### config.mk
export PLATFORM = sky130hd
export DESIGN_NAME = two_column_first_fit_tile_placer_flat
export DESIGN_NICKNAME = d
export VERILOG_FILES = /design/src/rtl/tcff_pkg.sv /design/src/rtl/tcff_if.sv /design/src/rtl/tcff_fit.sv /design/src/rtl/two_column_first_fit_tile_placer.sv /design/src/flat_wrapper.sv
export SDC_FILE = /design/constraint.sdc
export NUM_CORES = 1
export LEC_CHECK = 0
export BUFFER_PORTS_ARGS = -buffer_cell sky130_fd_sc_hd__buf_4
export CORE_MARGIN = 2
export CORE_UTILIZATION = 33
export CTS_BUF_LIST = sky130_fd_sc_hd__clkbuf_4
export DETAILED_ROUTE_END_ITERATION = 16
export PLACE_DENSITY = 0.53
export SKIP_CTS_REPAIR_TIMING = 1
export SLEW_MARGIN = 0
export SYNTH_ARGS = -nofsm -noshare
export SYNTH_HDL_FRONTEND = slang
export SYNTH_HIERARCHICAL = 1
export SYNTH_SLANG_ARGS = --single-unit
export TNS_END_PERCENT = 1
### constraint.sdc
create_clock -name i_clk -period 6.05 [get_ports i_clk]
set_clock_uncertainty 0.1 [all_clocks]
set_input_delay 0.3025 -clock i_clk [delete_from_list [all_inputs] [get_ports i_clk]]
set_output_delay 0.3025 -clock i_clk [all_outputs]
set_load 0.01 [all_outputs]
### src/rtl/tcff_pkg.sv
// ============================================================================
// tcff_pkg
// Shared types, constants and helpers of the two-column first-fit tile placer.
// ============================================================================
package tcff_pkg;

    localparam int unsigned TCFF_MAX_ROWS = 256;

    typedef logic [1:0] t_span;
    typedef logic [1:0] t_row;

    localparam t_span SPAN_ONE = 2'd1;
    localparam t_span SPAN_TWO = 2'd2;
    localparam t_row  ROW_FULL = 2'b11;

    typedef struct packed {
        logic              start_new;
        logic signed [7:0] tile_width;
        logic signed [7:0] tile_height;
    } t_tile_req;

    typedef struct packed {
        logic       place_col;
        logic [7:0] place_row;
        logic [1:0] span_width;
        logic [1:0] span_height;
        logic [8:0] rows_used;
        logic       overflow;
    } t_tile_res;

    typedef struct packed {
        logic hit;
        logic col;
    } t_fit;

    typedef enum logic [2:0] {
        S_IDLE,
        S_LOAD,
        S_SCAN,
        S_WR_TOP,
        S_WR_BOT,
        S_DONE
    } t_state;

    function automatic t_span clamp_span(input logic signed [7:0] raw);
        t_span span;
        if (raw[7] || (raw == 8'sd0)) begin
            span = SPAN_ONE;
        end else if (raw > 8'sd2) begin
            span = SPAN_TWO;
        end else begin
            span = raw[1:0];
        end
        return span;
    endfunction

endpackage

### src/rtl/tcff_if.sv
// ============================================================================
// tcff request and result channels
// Valid/ready channels that carry tile requests and placement results.
// ============================================================================
interface tcff_req_if;
    import tcff_pkg::*;

    logic      valid;
    logic      ready;
    t_tile_req payload;

    modport source (output valid, output payload, input ready);
    modport sink   (input valid, input payload, output ready);
endinterface

interface tcff_res_if;
    import tcff_pkg::*;

    logic      valid;
    logic      ready;
    t_tile_res payload;

    modport source (output valid, output payload, input ready);
    modport sink   (input valid, input payload, output ready);
endinterface

### src/rtl/tcff_fit.sv
// ============================================================================
// tcff_fit
// Picks the leftmost free position for a tile width in one combined row mask.
// ============================================================================
module tcff_fit
    import tcff_pkg::*;
(
    input  t_row  i_occ,
    input  t_span i_span_w,
    output t_fit  o_fit
);

    always_comb begin
        o_fit = '0;
        if (i_span_w == SPAN_TWO) begin
            o_fit.hit = (i_occ == 2'b00);
            o_fit.col = 1'b0;
        end else if (!i_occ[0]) begin
            o_fit.hit = 1'b1;
            o_fit.col = 1'b0;
        end else if (!i_occ[1]) begin
            o_fit.hit = 1'b1;
            o_fit.col = 1'b1;
        end
    end

endmodule

### src/rtl/two_column_first_fit_tile_placer.sv
// ============================================================================
// two_column_first_fit_tile_placer
// First-fit placement of 1..2 by 1..2 tiles on a two-column occupancy grid.
// ============================================================================
// Usage:
//   i_req carries one tile request (start_new, tile_width, tile_height); it is
//   taken when valid and ready are high. o_res carries one placement result
//   per request under the same valid/ready rule, from an output register.
//   Occupancy lives in a MAX_ROWS x 2 bit synchronous RAM. Rows at or beyond
//   the row count read as free, so start_new and reset clear the map at once
//   by zeroing the count; no clearing pass is run.
//   Flow: one row per cycle is scanned. After accept the engine reads row 0,
//   scans the rows in order, writes the top row (two-row tiles only) and
//   the bottom row, then loads the result register; an overflow scan runs
//   to the last row. The single RAM read per cycle sets the scan rate.
//   One request is worked at a time; i_req.ready is high only when idle.
//   A stalled receiver holds the result in the output register; the engine
//   still accepts and scans the next request, and waits in its last step
//   until the register frees.
//   Reset: synchronous, active low; clears the row count and result valid and returns the engine to idle.
// ============================================================================
module two_column_first_fit_tile_placer
    import tcff_pkg::*;
#(
    parameter int unsigned MAX_ROWS = TCFF_MAX_ROWS
)
(
    input  logic       i_clk,
    input  logic       i_rst_n,
    tcff_req_if.sink   i_req,
    tcff_res_if.source o_res
);

    localparam int unsigned AW = (MAX_ROWS > 1) ? $clog2(MAX_ROWS) : 1;
    localparam int unsigned CW = $clog2(MAX_ROWS + 1);
    localparam logic [AW-1:0] LAST_ROW = AW'(MAX_ROWS - 1);

    t_state          r_state;
    t_state          n_state;
    logic [AW-1:0]   r_cur;
    t_row            r_prev;
    t_row            r_q;
    logic [CW-1:0]   r_rc;
    t_span           r_w;
    t_span           r_h;
    logic            r_col;
    logic            r_ovf;
    t_row            r_new_top;
    t_row            r_new_bot;
    t_row            r_mem [MAX_ROWS];
    logic            r_out_valid;
    t_tile_res       r_out;

    logic            req_acc;
    logic            tall;
    t_row            eff_cur;
    t_row            chk;
    t_row            cmask;
    t_fit            fit;
    logic            at_end;
    logic            scan_hit;
    logic            scan_step;
    logic            scan_miss;
    logic [CW-1:0]   bottom_ext;
    logic [AW-1:0]   top_row;
    logic            out_free;
    logic            out_load;
    logic            in_ready;
    logic [AW-1:0]   rd_addr;
    logic            mem_we;
    logic [AW-1:0]   wr_addr;
    t_row            wr_data;
    t_tile_res       res;

    function automatic t_row r_col_sel(input logic col);
        return col ? 2'b10 : 2'b01;
    endfunction

    assign req_acc    = i_req.valid && in_ready;
    assign tall       = (r_h == SPAN_TWO);
    assign eff_cur    = (CW'(r_cur) < r_rc) ? r_q : 2'b00;
    assign chk        = tall ? (r_prev | eff_cur) : eff_cur;
    assign cmask      = (r_w == SPAN_TWO) ? ROW_FULL : (r_col_sel(fit.col));
    assign at_end     = (r_cur == LAST_ROW);
    assign scan_hit   = (r_state == S_SCAN) && fit.hit;
    assign scan_step  = (r_state == S_SCAN) && !fit.hit && !at_end;
    assign scan_miss  = (r_state == S_SCAN) && !fit.hit && at_end;
    assign bottom_ext = CW'(r_cur) + CW'(1);
    assign top_row    = tall ? (r_cur - AW'(1)) : r_cur;
    assign out_free   = !r_out_valid || o_res.ready;

    tcff_fit u_fit (
        .i_occ    (chk),
        .i_span_w (r_w),
        .o_fit    (fit)
    );

    always_comb begin
        n_state = r_state;
        unique case (r_state)
            S_IDLE: begin
                if (i_req.valid) n_state = S_LOAD;
            end
            S_LOAD: begin
                n_state = S_SCAN;
            end
            S_SCAN: begin
                if (fit.hit) begin
                    n_state = tall ? S_WR_TOP : S_WR_BOT;
                end else if (at_end) begin
                    n_state = S_DONE;
                end
            end
            S_WR_TOP: begin
                n_state = S_WR_BOT;
            end
            S_WR_BOT: begin
                n_state = S_DONE;
            end
            S_DONE: begin
                if (out_free) n_state = S_IDLE;
            end
            default: begin
                n_state = S_IDLE;
            end
        endcase
    end

    always_comb begin
        in_ready = 1'b0;
        rd_addr  = '0;
        mem_we   = 1'b0;
        wr_addr  = r_cur;
        wr_data  = r_new_bot;
        out_load = 1'b0;
        unique case (r_state)
            S_IDLE: begin
                in_ready = 1'b1;
            end
            S_LOAD: begin
                rd_addr = '0;
            end
            S_SCAN: begin
                rd_addr = r_cur + AW'(1);
            end
            S_WR_TOP: begin
                mem_we  = 1'b1;
                wr_addr = r_cur - AW'(1);
                wr_data = r_new_top;
            end
            S_WR_BOT: begin
                mem_we  = 1'b1;
                wr_addr = r_cur;
                wr_data = r_new_bot;
            end
            S_DONE: begin
                out_load = out_free;
            end
            default: begin
                in_ready = 1'b0;
            end
        endcase
    end

    always_comb begin
        res             = '0;
        res.place_col   = r_ovf ? 1'b0 : r_col;
        res.place_row   = r_ovf ? 8'd0 : 8'(top_row);
        res.span_width  = r_w;
        res.span_height = r_h;
        res.rows_used   = 9'(r_rc);
        res.overflow    = r_ovf;
    end

    assign i_req.ready   = in_ready;
    assign o_res.valid   = r_out_valid;
    assign o_res.payload = r_out;

    always_ff @(posedge i_clk) begin
        if (mem_we) begin
            r_mem[wr_addr] <= wr_data;
        end
        r_q <= r_mem[rd_addr];
    end

    always_ff @(posedge i_clk) begin
        if (!i_rst_n) begin
            r_state     <= S_IDLE;
            r_rc        <= '0;
            r_out_valid <= 1'b0;
        end else begin
            r_state <= n_state;
            if (req_acc && i_req.payload.start_new) begin
                r_rc <= '0;
            end else if (scan_hit && (bottom_ext > r_rc)) begin
                r_rc <= bottom_ext;
            end
            if (out_load) begin
                r_out_valid <= 1'b1;
            end else if (o_res.ready) begin
                r_out_valid <= 1'b0;
            end
        end
    end

    always_ff @(posedge i_clk) begin
        if (req_acc) begin
            r_w    <= clamp_span(i_req.payload.tile_width);
            r_h    <= clamp_span(i_req.payload.tile_height);
            r_cur  <= '0;
            r_prev <= ROW_FULL;
            r_ovf  <= 1'b0;
        end
        if (scan_step) begin
            r_cur  <= r_cur + AW'(1);
            r_prev <= eff_cur;
        end
        if (scan_hit) begin
            r_col     <= fit.col;
            r_new_top <= r_prev | cmask;
            r_new_bot <= eff_cur | cmask;
        end
        if (scan_miss) begin
            r_ovf <= 1'b1;
        end
        if (out_load) begin
            r_out <= res;
        end
    end

endmodule

### src/flat_wrapper.sv
// flat-port wrapper written by rule: the top's interface ports become plain ports
module two_column_first_fit_tile_placer_flat import tcff_pkg::*;
#(
    parameter int unsigned MAX_ROWS = TCFF_MAX_ROWS
)
  (i_clk, i_rst_n, i_req_valid, i_req_payload, i_req_ready, o_res_valid, o_res_payload, o_res_ready);
  tcff_req_if i_req_i ();
  tcff_res_if o_res_i ();
  input  logic i_clk;
  input  logic i_rst_n;
  input wire logic [$bits(i_req_i.valid)-1:0] i_req_valid;
  input wire logic [$bits(i_req_i.payload)-1:0] i_req_payload;
  output wire logic [$bits(i_req_i.ready)-1:0] i_req_ready;
  output wire logic [$bits(o_res_i.valid)-1:0] o_res_valid;
  output wire logic [$bits(o_res_i.payload)-1:0] o_res_payload;
  input wire logic [$bits(o_res_i.ready)-1:0] o_res_ready;
  assign i_req_i.valid = i_req_valid;
  assign i_req_i.payload = i_req_payload;
  assign i_req_ready = i_req_i.ready;
  assign o_res_valid = o_res_i.valid;
  assign o_res_payload = o_res_i.payload;
  assign o_res_i.ready = o_res_ready;
  two_column_first_fit_tile_placer #(.MAX_ROWS(MAX_ROWS)) u_core (.i_clk(i_clk), .i_rst_n(i_rst_n), .i_req(i_req_i), .o_res(o_res_i));
endmodule
==> results.cfg <==
[sta]
finalCriticalPeriod_ps = 4440
post-route-period-util = 0.734
tightest_slew_ps = 1380
final_max_slew_viol_count = 0
fmax_ghz = 0.225
totalNegativeSetupSlack_ps = 0
whs_ps = 67.1
setup_slack_ps = 1610
hold_violations = 0
timing.slew.headroom = 0.0712
setup_viol = 0
rsz0062_at_grt = false

[cts]
htree_levels = 4
clk_latency_ps = 1000
clk_pin_slew_ps = 60
tritoncts = built
clock-sinks = 570
numCtsBuffers = 154
clock_path_buffers = 3
cts-root-buf = clkbuf_4

[pwr]
swShare = 0.288
power.total_mw = 9.65
p_per_area_nw_per_um2 = 339
max-vdd-ir-drop_mv = 0.159
clkPwrFrac = 0.367
p_seq_frac = 0.470
internal_power_mw = 6.87
power_switching_mw = 2.78
leakage_nw = 9.27
combPwrFrac = 0.163

[routing]
routed_wl_um = 73400
viasPerCell = 5.42
drtIter0Drc = 1749
drc = 0
drtAntennaViolNets = 0
vias = 16900
drt_pass1_iterations = 5
routedWlPerCell_um = 23.5

[worst_setup_path]
worstSetupStartpointType = flip-flop
critPathMostFrequentCell = nand4_1
crit_path_cell_trace = and2_1 > nand4_1 > xor2_1 > clkinv_1 > ha_1 > nand4_1 > or4b_2 > and3_1 > a21oi_1 > nor3_1
crit_type = reg2reg
arrival_ps = 5210
critPathMaxFanout = 17
crit_path_max_incr_delay_ps = 840
slowest_stage = edfxtp_1
endpoint_kind = flip-flop
cp.required_ps = 6820

[floorplanning]
core-area_um2 = 74400
fp-row-count = 100
initial_core_util = 0.333
ioPinCount = 46
die_area_um2 = 77400
fp.dieH_um = 278
die_width_um = 278

[status]
outcome = finished clean

[synth]
syn_nets = 1958
synth.yosys.warnings = 6
syn_inst = 1918
avgSynthCellArea_um2 = 12.9
async_reset_ff_frac = 0
ys.flop_type = edfxtp_1
synth-edff-count = 554
synth.distinct_cells = 72
ys_seq_elements = 570
mappedNetlistArea_um2 = 24800
synth_sequential_area_ratio = 0.683

[grt]
grt_max_degree = 142
antenna_found_initial = 2
gr-total-overflow = 0
first_global_vias = 16900
grt_usage = 0.189
grt_pass1_wl_um = 108000

[finish]
drive_above_1_share = 0.194
fin_cells = 3126
fill_cells = 7132
nets = 2076
area_growth_pct = 14.7
utilization = 0.382
design_area_um2 = 28500

[placed_design]
place_area_um2 = 26300
placed_cells = 2840
dp_slack_ps = 1680
port_buffers = 43
dp_hpwl_um = 42200
gp_congestion = 0.830

[job]
maxCapViolCount = 0

[worst_hold_path]
min_path_type = in2reg
## area by class of cell
type	instances	area, um2	area share
inverters	21	78.8	0.00277
diodes	9	22.5	0.000791
flip-flops and latches	570	17000	0.596
well taps	969	1210	0.0426
clock buffers	233	1750	0.0615
clock inverters	35	273	0.00959
repair buffers	103	858	0.0302
multi-input cells	1186	7310	0.257
## synth_stat cells, drive strengths merged (3+ instances only)
library cell	count	area [um2]
edfxtp	554	16600
nor2	328	1230
nand2	191	717
clkbuf	97	364
mux2i	69	691
o21ai	67	335
a21oi	64	320
buf	44	229
nor3	42	210
nand3	40	200
mux4	33	743
a211oi	32	240
a31oi	28	175
nor2b	24	150
o221ai	21	184
inv	20	75.1
ha	19	238
o22ai	19	119
and3	17	108
o211ai	17	128
dfxtp	16	320
or3	16	100
nand2b	12	82.6
nand4	11	68.8
o21a	10	75.1
o2bb2ai	10	87.6
xnor2	10	87.6
a311oi	8	70.1
o311ai	8	70.1
or2	8	50.1
and2	7	43.8
mux2	7	78.8
xor2	7	61.3
a22oi	6	45.0
nor4	6	37.5
a2111oi	4	35.0
a2bb2oi	4	35.0
o31ai	4	30.0
a221oi	3	26.3
o2111ai	3	26.3
## metal layers
layer	part of all wire	vias to the layer above	global-route usage	wire length (um)
li1	-	7535	-	-
met1	0.44	8522	0.264	32600
met2	0.45	769	0.290	33200
met3	0.077	123	0.0439	5650
met4	0.025	0	0.0661	1840
met5	0	-	0	0
## worst max-delay path: cells and delay by family, from the launching register on
family	cells	cell delay, ps
flops	1	840
simple gates	6	1560
fa+ha+maj	1	460
buf+inv	1	550
compound gates	1	180
xor+xnor	1	640
## cell families after synthesis
family | after synthesis | synth area share
compound gates | 322 | 0.0857
xor+xnor | 17 | 0.00600
fa+ha+maj | 20 | 0.0100
buf+inv | 162 | 0.0271
flops | 570 | 0.683
mux | 109 | 0.0610
simple gates | 718 | 0.127
## worst paths after layout
check                  startpoint                 endpoint  slack, ps  cells after the start
setup / recovery  u_core/r_cur[0]           u_core/r_rc[0]       1610                     10
hold / removal            i_rst_n        u_core/r_state[0]         70                      4
setup reg to reg  u_core/r_cur[0]           u_core/r_rc[0]       1610                     10
hold reg to reg    u_core/r_rc[4]  u_core/o_res.payload[5]        380                      0
## state kept, by name, indices dropped and copies added, names as in the netlist
signal / cells
u_core/r_state: 3
u_core/r_mem: 512
u_core/r_prev: 2
u_core/r_ovf: 1
u_core/o_res.payload: 23
u_core/r_rc: 9
u_core/r_cur: 8
u_core/r_w: 2
u_core/r_q: 2
u_core/r_col: 1
u_core/o_res.valid: 1
u_core/r_new_top: 2
u_core/r_h: 2
u_core/r_new_bot: 2
## power groups by stage
stage / registers [mW] / clock network, mW / logic, mW
detailed placement: 4.62 / 0 / 1.55
floorplan: 4.60 / 0 / 0.984
global placement: 4.62 / 0 / 1.54
CTS: 4.53 / 3.64 / 1.56
global route: 4.54 / 3.86 / 1.68
finish: 4.54 / 3.54 / 1.57
## cells in the final DEF (no fill, tap or decap), drive strengths merged, types with 9 or more instances in the layout
cell         count
a211oi          32
a21oi           64
a31oi           28
and3            17
buf             94
clkbuf         233
clkinv          22
dfxtp           16
diode            9
dlygate4sd3      9
edfxtp         554
ha              19
inv             26
mux2i           69
mux4            33
nand2          191
nand2b          12
nand3           40
nand4           11
nor2           328
nor2b           24
nor3            42
o211ai          17
o21a            10
o21ai           67
o221ai          21
o22ai           19
o2bb2ai         10
or3             16
xnor2           10
No activity file was read; power rests on OpenSTA's default activity.
